**src/sv/sbc_pkg.sv**
```systemverilog
`timescale 1ns / 1ps
// ----------------------------------------------------------------------------
// sbc_pkg
// Shared constants and controller/datapath interface types for the sector
// buffer cache replacement core.
// ----------------------------------------------------------------------------
package sbc_pkg;

   localparam int SLOTS  = 16;
   localparam int IDX_W  = (SLOTS > 1) ? $clog2(SLOTS) : 1;
   localparam int VOL_W  = 4;
   localparam int SEC_W  = 32;
   localparam int TICK_W = 32;
   localparam int SLOT_W = 4;

   // request beat layout
   localparam int REQ_DATA_W = VOL_W + SEC_W + TICK_W + SLOT_W;
   localparam int RSP_DATA_W = 8;

   typedef enum logic {
      OP_LOOKUP = 1'b0,
      OP_INVAL  = 1'b1
   } op_type;

   typedef struct packed {
      logic load;     // capture request, restart scan
      logic scan;     // evaluate the slot under the scan index
      logic commit;   // update the store and load the response register
   } cmd_type;

   typedef struct packed {
      logic is_inval; // captured request is an invalidate
      logic match;    // slot under the scan index holds the requested tag
      logic last;     // scan index is on the final slot
      logic rsp_hold; // response register still holds an untaken beat
   } sts_type;

endpackage

```
**src/sv/sbc_ctrl.sv**
```systemverilog
`timescale 1ns / 1ps
// ----------------------------------------------------------------------------
// sbc_ctrl
// Sequencer: accepts one request, steps the tag scan for a lookup, then commits.
// ----------------------------------------------------------------------------
module sbc_ctrl
   import sbc_pkg::*;
(
   input  logic    clock,
   input  logic    reset,
   input  logic    req_tvalid,
   output logic    req_tready,
   input  sts_type sts,
   output cmd_type cmd
);

   typedef enum logic [2:0] {
      ST_IDLE   = 3'b001,
      ST_SCAN   = 3'b010,
      ST_UPDATE = 3'b100
   } state_type;

   state_type state_ff, state_in;

   always_ff @(posedge clock) begin
      if (reset) begin
         state_ff <= ST_IDLE;
      end else begin
         state_ff <= state_in;
      end
   end

   always_comb begin
      state_in   = state_ff;
      cmd        = '0;
      req_tready = 1'b0;
      case (state_ff)
         ST_IDLE: begin
            req_tready = 1'b1;
            if (req_tvalid) begin
               cmd.load = 1'b1;
               state_in = ST_SCAN;
            end
         end
         ST_SCAN: begin
            // an invalidate needs no scan
            if (sts.is_inval) begin
               state_in = ST_UPDATE;
            end else begin
               cmd.scan = 1'b1;
               if (sts.match || sts.last) begin
                  state_in = ST_UPDATE;
               end
            end
         end
         ST_UPDATE: begin
            // hold until the response register is free
            if (!sts.rsp_hold) begin
               cmd.commit = 1'b1;
               state_in   = ST_IDLE;
            end
         end
         default: begin
            state_in = ST_IDLE;
         end
      endcase
   end

endmodule

```
**src/sv/sbc_dpath.sv**
```systemverilog
`timescale 1ns / 1ps
// ----------------------------------------------------------------------------
// sbc_dpath
// Tag, age and valid store with a one-slot-per-cycle scan for hit and
// least recently used victim, plus the response register.
// ----------------------------------------------------------------------------
module sbc_dpath
   import sbc_pkg::*;
(
   input  logic              clock,
   input  logic              reset,
   input  cmd_type           cmd,
   output sts_type           sts,
   input  logic              req_opcode,
   input  logic [VOL_W-1:0]  req_volume_id,
   input  logic [SEC_W-1:0]  req_sector,
   input  logic [TICK_W-1:0] req_tick,
   input  logic [SLOT_W-1:0] req_target_slot,
   input  logic              rsp_tready,
   output logic              rsp_tvalid,
   output logic              rsp_hit,
   output logic [SLOT_W-1:0] rsp_slot,
   output logic              rsp_victim_was_valid
);

   logic              valid_ff [SLOTS];
   logic [VOL_W-1:0]  vol_ff   [SLOTS];
   logic [SEC_W-1:0]  sec_ff   [SLOTS];
   logic [TICK_W-1:0] age_ff   [SLOTS];

   op_type            rq_op_ff;
   logic [VOL_W-1:0]  rq_vol_ff;
   logic [SEC_W-1:0]  rq_sec_ff;
   logic [TICK_W-1:0] rq_tick_ff;
   logic [SLOT_W-1:0] rq_tgt_ff;

   logic [IDX_W-1:0]  idx_ff;
   logic [IDX_W-1:0]  pick_ff;
   logic [TICK_W-1:0] min_ff;
   logic              hit_ff;

   logic              rsp_valid_ff;
   logic              rsp_hit_ff;
   logic [SLOT_W-1:0] rsp_slot_ff;
   logic              rsp_vv_ff;

   logic              match;
   logic              last;
   logic              tgt_in_range;
   logic [IDX_W-1:0]  tgt_idx;

   assign match = valid_ff[idx_ff] && (vol_ff[idx_ff] == rq_vol_ff)
                  && (sec_ff[idx_ff] == rq_sec_ff);
   assign last  = (idx_ff == IDX_W'(SLOTS - 1));

   assign tgt_in_range = ({{(32 - SLOT_W){1'b0}}, rq_tgt_ff} < 32'(SLOTS));
   assign tgt_idx      = IDX_W'(rq_tgt_ff);

   assign sts.is_inval = (rq_op_ff == OP_INVAL);
   assign sts.match    = match;
   assign sts.last     = last;
   assign sts.rsp_hold = rsp_valid_ff && !rsp_tready;

   // request capture
   always_ff @(posedge clock) begin
      if (cmd.load) begin
         rq_op_ff   <= op_type'(req_opcode);
         rq_vol_ff  <= req_volume_id;
         rq_sec_ff  <= req_sector;
         rq_tick_ff <= req_tick;
         rq_tgt_ff  <= req_target_slot;
      end
   end

   // scan: first match wins; oldest age wins, later slot on a tie
   always_ff @(posedge clock) begin
      if (cmd.load) begin
         idx_ff <= '0;
         hit_ff <= 1'b0;
      end else if (cmd.scan) begin
         if (match) begin
            hit_ff  <= 1'b1;
            pick_ff <= idx_ff;
         end else begin
            if ((idx_ff == '0) || (age_ff[idx_ff] <= min_ff)) begin
               pick_ff <= idx_ff;
               min_ff  <= age_ff[idx_ff];
            end
            if (!last) begin
               idx_ff <= idx_ff + 1'b1;
            end
         end
      end
   end

   // store update
   always_ff @(posedge clock) begin
      if (reset) begin
         for (int i = 0; i < SLOTS; i++) begin
            valid_ff[i] <= 1'b0;
            age_ff[i]   <= '0;
         end
      end else if (cmd.commit) begin
         if (rq_op_ff == OP_INVAL) begin
            if (tgt_in_range) begin
               valid_ff[tgt_idx] <= 1'b0;
            end
         end else if (hit_ff) begin
            age_ff[pick_ff] <= rq_tick_ff;
         end else begin
            valid_ff[pick_ff] <= 1'b1;
            vol_ff[pick_ff]   <= rq_vol_ff;
            sec_ff[pick_ff]   <= rq_sec_ff;
            age_ff[pick_ff]   <= rq_tick_ff;
         end
      end
   end

   // response register
   always_ff @(posedge clock) begin
      if (reset) begin
         rsp_valid_ff <= 1'b0;
      end else if (cmd.commit) begin
         rsp_valid_ff <= 1'b1;
      end else if (rsp_tready) begin
         rsp_valid_ff <= 1'b0;
      end
   end

   always_ff @(posedge clock) begin
      if (cmd.commit) begin
         if (rq_op_ff == OP_INVAL) begin
            rsp_hit_ff  <= 1'b0;
            rsp_slot_ff <= rq_tgt_ff;
            rsp_vv_ff   <= 1'b0;
         end else begin
            rsp_hit_ff  <= hit_ff;
            rsp_slot_ff <= SLOT_W'(pick_ff);
            rsp_vv_ff   <= !hit_ff && valid_ff[pick_ff];
         end
      end
   end

   assign rsp_tvalid           = rsp_valid_ff;
   assign rsp_hit              = rsp_hit_ff;
   assign rsp_slot             = rsp_slot_ff;
   assign rsp_victim_was_valid = rsp_vv_ff;

endmodule

```
**src/sv/sector_buffer_cache_replacement_core.sv**
```systemverilog
`timescale 1ns / 1ps
// Sequence: an invalidate passes from accept through the scan state straight
// to its update; a lookup scans until a hit, or all SLOTS slots on a miss.
// Throughput: one request at a time, set by the tag scan that examines one
// slot per cycle; a stalled response holds the next request in its update
// step.
// Reset: synchronous; clears all valid marks and ages, empties the response.
// ----------------------------------------------------------------------------
// sector_buffer_cache_replacement_core
// Tag and LRU replacement store for a sector buffer cache: lookups report
// hit slot or refill victim, invalidates clear one slot.
// ----------------------------------------------------------------------------
module sector_buffer_cache_replacement_core
   import sbc_pkg::*;
(
   input  logic                  clock,
   input  logic                  reset,
   input  logic                  req_tvalid,
   output logic                  req_tready,
   // [3:0] volume_id, [35:4] sector, [67:36] tick, [71:68] target_slot
   input  logic [REQ_DATA_W-1:0] req_tdata,
   // [0] opcode
   input  logic                  req_tuser,
   output logic                  rsp_tvalid,
   input  logic                  rsp_tready,
   // [3:0] slot, [4] victim_was_valid, [7:5] zero
   output logic [RSP_DATA_W-1:0] rsp_tdata,
   // [0] hit
   output logic                  rsp_tuser
);

   cmd_type           cmd;
   sts_type           sts;
   logic [SLOT_W-1:0] rsp_slot;
   logic              rsp_vv;

   sbc_ctrl u_ctrl (
      .clock      (clock),
      .reset      (reset),
      .req_tvalid (req_tvalid),
      .req_tready (req_tready),
      .sts        (sts),
      .cmd        (cmd)
   );

   sbc_dpath u_dpath (
      .clock                (clock),
      .reset                (reset),
      .cmd                  (cmd),
      .sts                  (sts),
      .req_opcode           (req_tuser),
      .req_volume_id        (req_tdata[VOL_W-1:0]),
      .req_sector           (req_tdata[VOL_W+SEC_W-1:VOL_W]),
      .req_tick             (req_tdata[VOL_W+SEC_W+TICK_W-1:VOL_W+SEC_W]),
      .req_target_slot      (req_tdata[REQ_DATA_W-1:VOL_W+SEC_W+TICK_W]),
      .rsp_tready           (rsp_tready),
      .rsp_tvalid           (rsp_tvalid),
      .rsp_hit              (rsp_tuser),
      .rsp_slot             (rsp_slot),
      .rsp_victim_was_valid (rsp_vv)
   );

   assign rsp_tdata = {{(RSP_DATA_W - SLOT_W - 1){1'b0}}, rsp_vv, rsp_slot};

endmodule

```
**config.mk**
```make
export PLATFORM = sky130hd
export DESIGN_NAME = sector_buffer_cache_replacement_core
export DESIGN_NICKNAME = d
export VERILOG_FILES = /design/src/sv/sbc_pkg.sv /design/src/sv/sbc_ctrl.sv /design/src/sv/sbc_dpath.sv /design/src/sv/sector_buffer_cache_replacement_core.sv
export SDC_FILE = /design/constraint.sdc
export NUM_CORES = 1
export LEC_CHECK = 0
export BUFFER_PORTS_ARGS = -buffer_cell sky130_fd_sc_hd__buf_2
export CAP_MARGIN = 20
export CORE_MARGIN = 4
export CORE_UTILIZATION = 50
export CTS_CLUSTER_SIZE = 10
export DETAILED_ROUTE_END_ITERATION = 8
export PLACE_DENSITY = 0.7
export SLEW_MARGIN = 0
export SYNTH_ARGS = -nofsm -noshare
export SYNTH_HDL_FRONTEND = slang
export SYNTH_SLANG_ARGS = --single-unit
```
**constraint.sdc**
```tcl
create_clock -name clock -period 6.63 [get_ports clock]
set_input_delay 0.3315 -clock clock [delete_from_list [all_inputs] [get_ports clock]]
set_output_delay 0.3315 -clock clock [all_outputs]
set_load 0.03 [all_outputs]
```
# After elaboration in Yosys (flattened, before gate mapping)
# Memory sizes are Yosys's and may differ from the RTL's. A register that Yosys moved wholly into a read port is not among the register bits.
# Cells that the tools add are included.
[op_classes]
bitwise = 4
n_mux = 52
n_reduce_logical = 19
eq_ne = 9
n_addsub = 1
magnitude_cmp = 1
[op_table]
columns = ["operator", "count"]
rows = [
  ["$mux W32", 2],
  ["$mux W4", 15],
  ["$eq A32 B32 Y1", 1],
  ["$le A32 B32 Y1", 1],
  ["$reduce_or A32 Y1", 1],
  ["$mux W1", 30],
  ["$mux W3", 4],
  ["$pmux W3 S3", 1],
  ["$reduce_and A3 Y1", 3],
  ["$add A4 B1 Y4 const B", 1],
  ["$eq A4 B4 Y1", 1],
  ["$eq A4 B4 Y1 const B", 1],
  ["$logic_and A1 B1 Y1", 4],
  ["$logic_not A4 Y1", 1],
  ["$ne A2 B2 Y1 const B", 2],
  ["$reduce_and A4 Y1", 1],
  ["$reduce_bool A2 Y1", 2],
  ["$eq A3 B1 Y1 const B", 1],
  ["$eq A3 B2 Y1 const B", 1],
  ["$eq A3 B3 Y1 const B", 1],
  ["$ne A3 B1 Y1 const B", 1],
  ["$not A1 Y1", 3],
  ["$logic_not A1 Y1", 2],
  ["$logic_or A1 B1 Y1", 2],
  ["other kinds (3)", 4],
]
[totals]
mem_bits_rw = 1104
memories = 4
reg_bits = 124
wordCells = 104
input_bits = 77
output_inout_bits = 11
[memory_table]
columns = ["memory", "depth", "word_bits", "read_ports", "rd_clocked_by_memory_dff", "wr", "line_no", "source"]
rows = [
  ["u_dpath.age_ff", 16, 32, 1, 1, 16, "sbc_dpath.sv:29", "logic [TICK_W-1:0] age_ff [SLOTS];"],
  ["u_dpath.sec_ff", 16, 32, 1, 1, 1, "sbc_dpath.sv:28", "logic [SEC_W-1:0] sec_ff [SLOTS];"],
  ["u_dpath.vol_ff", 16, 4, 1, 1, 1, "sbc_dpath.sv:27", "logic [VOL_W-1:0] vol_ff [SLOTS];"],
  ["u_dpath.valid_ff", 16, 1, 2, 2, 16, "sbc_dpath.sv:26", "logic valid_ff [SLOTS];"],
]

# Longest topological paths before layout
[logic_depth]
depth_word = 10
depth_mapped = 19
depth_no_buf = 13

# Hierarchy
# Synthesis repeated with hierarchy kept, for this count alone.
[unflattened]
cells_unflattened = 2822
hier_area_um2 = 52113.7
[modules_own_cells]
columns = ["module", "n_inst", "cells_each", "seq_area_each_um2", "area_each_um2"]
rows = [
  ["sbc_dpath", 1, 2800, 36885.4, 51914.8],
  ["sbc_ctrl", 1, 17, 60.1, 165.2],
  ["sector_buffer_cache_replacement_core", 1, 5, 0.0, 33.8],
]

# Worst setup path before layout
# Ideal clock, no wire load.
[synth_path]
path_type = "register -> register"
start = "reg (tool-made name)"
end = "reg u_dpath.min_ff[0], read port of u_dpath.age_ff, enable pin"
setup_time_ns = 0.392
path_slack_ns = 0.762
synth_period_minus_slack_ns = 5.868
required_ns = 6.238
stages_incl_launch_ff = 20
path_buffers = 7
arrival_time_ns = 5.475
path_cell_list = "dfxtp_1 buf_6 buf_12 buf_12 buf_6 buf_2 clkbuf_1 buf_1 mux4_2 mux4_2 ha_1 nor2b_1 o21a_1 o21a_1 o21a_1 o21ai_0 a21oi_1 o211ai_1 and2_1 and3_1"
[synth_lines]
columns = ["element", "line_no", "source"]
rows = [
  ["end: declaration", "sbc_dpath.sv:39", "logic [TICK_W-1:0] min_ff;"],
]

==> results.sh <==
export IMPL_fin_crit_sh=0.826
export IMPL_yosysWarnings=0
export IMPL_pre_cts_ws_ns=1.05
export IMPL_combPwrFrac=0.047
export IMPL_dpl_hpwl_um=65200
export IMPL_clk_pin_slew_ns=0.06
export IMPL_yosysSeqAreaShare=0.712
export IMPL_clock_path_buffers=3
export IMPL_fin_crit_ns=5.47
export IMPL_finalWirelength_um=127000
export IMPL_grt_pass1_vias=28200
export IMPL_reg2reg_depth=12
export IMPL_core_um2=102000
export IMPL_postCtsSetupRepairBufs=0
export IMPL_maxCapViolations=0
export IMPL_hp_class="input port to flop"
export IMPL_hold_viol_final=0
export IMPL_port_buffers=84
export IMPL_dr_pass1_iters=5
export IMPL_cts_resized=0
export IMPL_finalSetupTns_ns=0
export IMPL_post_synth_cell_area_avg_um2=18.4
export IMPL_drt_iter0_drc=3122
export IMPL_critical_path_class="flop to flop"
export IMPL_swShare=0.212
export IMPL_start_util=0.507
export IMPL_worstSkewPairLatency_ns=0.74
export IMPL_start_kind="flop"
export IMPL_gp_congestion=0.788
export IMPL_cts_tree="yes"
export IMPL_antennaDiodeCount=0
export IMPL_p_seq_frac=0.539
export IMPL_wl_met2_um=64000
export IMPL_slew_viol_final=0
export IMPL_io_pins=88
export IMPL_synth_compound_area_frac=0.0189
export IMPL_ys_flop_type="edfxtp_1"
export IMPL_synth_seq_cells=1236
export IMPL_r2r_end="u_dpath.min_ff[20]"
export IMPL_p_total_mw=16.7
export IMPL_fillers=7575
export IMPL_synth_fa_ha_area_frac=0.00820
export IMPL_drive_above_1_share=0.227
export IMPL_crit_end="u_dpath.min_ff[20]"
export IMPL_rsz0062_at_grt="false"
export IMPL_finalSetupViolations=0
export IMPL_grt_max_degree=99
export IMPL_antenna_found_initial=2
export IMPL_worstPathRequired_ns=6.98
export IMPL_top_layer="met4"
export IMPL_p_per_area_nw_per_um2=284
export IMPL_synth_top_family_by_area="multiplexers"
export IMPL_cts_sinks=1236
export IMPL_yosys_area_share_simple=0.0850
export IMPL_synth_cell_type_count=73
export IMPL_htreeDepth=4
export IMPL_fmax_mhz=183
export IMPL_worst_pin_slew_ns=1.04
export IMPL_nets=3126
export IMPL_status="finished clean"
export IMPL_grt_pass1_wl_um=187000
export IMPL_synthCells=2818
export IMPL_die_y_um=330
export IMPL_grt_usage=0.237
export IMPL_yosys_area_share_xor_xnor=0.00759
export IMPL_reg2reg_setup_slack_ns=1.16
export IMPL_crit_arrival_ns=5.82
export IMPL_synthMuxAreaShare=0.149
export IMPL_max_slew_margin=0.285
export IMPL_netlist_area_um2=51900
export IMPL_numCtsBuffers=142
export IMPL_dieArea_um2=109000
export IMPL_synth_edf_count=1219
export IMPL_vias=27200
export IMPL_cts_root_buffer="clkbuf_16"
export IMPL_path_max_fanout=33
export IMPL_p_leak_nw=19.9
export IMPL_grt_overflow=0
export IMPL_post_dp_cell_area_um2=54000
export IMPL_irDropWorstVdd_mv=0.243
export IMPL_wl_per_cell_um=28.8
export IMPL_area_delta_synth_final_pct=13.1
export IMPL_cp_end_kind="flop"
export IMPL_switchingPower_mw=3.53
export IMPL_postLayoutCellArea_um2=58700
export IMPL_die_w_um=330
export IMPL_internal_power_mw=13.1
export IMPL_num_rows=117
export IMPL_drt_met1_wl_um=49400
export IMPL_via_per_inst=6.13
export IMPL_dr_wl_met3_um=10100
export IMPL_skew_ns=0.0232
export IMPL_setup_ws_ns=1.16
export IMPL_postCtsHoldBufs=74
export IMPL_drc=0
export IMPL_clkPwrFrac=0.414
export IMPL_async_flop_share=0
export IMPL_drtAntennaViolNets=0
[power groups by stage]
stage	combinational, mW	sequential, mW	clock (mW)
5_1_grt	0.837	9.01	7.35
3_5_place_dp	0.755	9.14	0
2_1_floorplan	0.550	9.03	0
4_1_cts	0.794	8.99	7.01
6_report	0.784	8.99	6.89
3_3_place_gp	0.747	9.12	0
[worst min path at each step]
stage / start / cells after the start / endpoint / slack, ns
floorplan: req_tuser / 0 / u_dpath.rq_op_ff / 0.43
global placement: req_tdata[63] / 1 / u_dpath.rq_tick_ff[27] / 0.51
detailed placement: req_tdata[36] / 1 / u_dpath.rq_tick_ff[0] / 0.51
CTS: reset / 2 / u_dpath.rsp_tvalid / 0.04
global route: reset / 2 / u_dpath.rsp_tvalid / 0.1
finish: reset / 2 / u_dpath.rsp_tvalid / 0.08
[synthesized netlist by cell type, drive strengths merged, types with 20 or more instances]
| cell type | count | area [um^2] |
|---|---|---|
| edfxtp | 1219 | 36600 |
| and2 | 516 | 3230 |
| mux4 | 308 | 6970 |
| clkbuf | 125 | 469 |
| nor2 | 71 | 267 |
| mux2i | 60 | 601 |
| buf | 55 | 374 |
| nand2 | 53 | 199 |
| inv | 50 | 188 |
| ha | 34 | 425 |
| nor3 | 27 | 135 |
| xor2 | 23 | 201 |
| nand3 | 22 | 110 |
| xnor2 | 22 | 193 |
| a21oi | 20 | 100 |
| o21ai | 20 | 100 |
[metrics by stage]
| stage | cells | utilization | hold slack [ns] |
|---|---|---|---|
| global route | 4428 | 0.573 | 0.0954 |
| floorplan | 2820 | - | 0.430 |
| CTS | 4428 | 0.573 | 0.0354 |
| finish | 4428 | 0.573 | 0.0776 |
| global placement | 4164 | 0.527 | 0.509 |
| detailed placement | 4165 | 0.527 | 0.510 |
[critical path, cell delays in order (launching register included)]
cell and delay, ns:
dfxtp_4 0.86, buf_12 0.33, mux4_2 0.54, mux4_2 0.53, ha_1 0.33, nand4_1 0.14, nor4_1 0.61, a31oi_1 0.24
a21boi_0 0.17, a31oi_1 0.17, buf_4 0.19, and2_1 0.15, and3_2 0.77
[routing by layer]
layer / vias up / global-route usage
met2: 1348 / 0.399
met3: 250 / 0.0395
met1: 14200 / 0.317
met4: 0 / 0.0836
li1: 11400 / -
met5: - / 0
[cells in the final DEF (no fill, tap or decap), types with 20 or more instances in the layout]
cell,n
xor2_1,23
a21oi_1,20
mux2i_1,60
buf_4,62
mux4_2,300
nor2_1,59
nand2_1,53
dlygate4sd3_1,74
and2_1,516
clkbuf_16,147
o21ai_0,20
nand3_1,22
clkbuf_1,31
edfxtp_1,1219
ha_1,34
inv_1,46
buf_2,84
xnor2_1,22
[registers in the layout, summed over array words and instances (netlist names), 3 cells and up, named ones only]
name                flops
u_dpath.sec_ff        512
u_dpath.idx_ff          4
u_dpath.age_ff        512
u_dpath.rq_tgt_ff       4
u_dpath.vol_ff         64
u_dpath.rq_sec_ff      32
u_dpath.valid_ff       16
u_dpath.min_ff         32
u_dpath.rq_vol_ff       4
u_dpath.rq_tick_ff     32
u_ctrl.state_ff         3
u_dpath.rsp_slot        4
u_dpath.pick_ff         4
[cell families (layout without fill, tap and decap cells)]
| kind of cell | count (synthesis) | after routing |
|---|---|---|
| other | 1 | 3 |
| adder cells (fa/ha/maj) | 34 | 34 |
| AO/OA/AOI/OAI | 134 | 134 |
| AND/OR/NAND/NOR | 757 | 757 |
| flip-flops | 1236 | 1236 |
| XOR/XNOR | 45 | 45 |
| buffers and inverters | 230 | 470 |
| multiplexers | 381 | 381 |
[layout make-up]
class | instances | area (um^2) | share of cell area
inverters | 50 | 193 | 0.00328
repair buffers | 231 | 1830 | 0.0312
flip-flops and latches | 1236 | 37000 | 0.629
well taps | 1368 | 1710 | 0.0291
clock buffers | 178 | 3790 | 0.0646
clock inverters | 11 | 155 | 0.00264
multi-input cells | 1354 | 14100 | 0.240
Power figures use the tool's default switching activity.
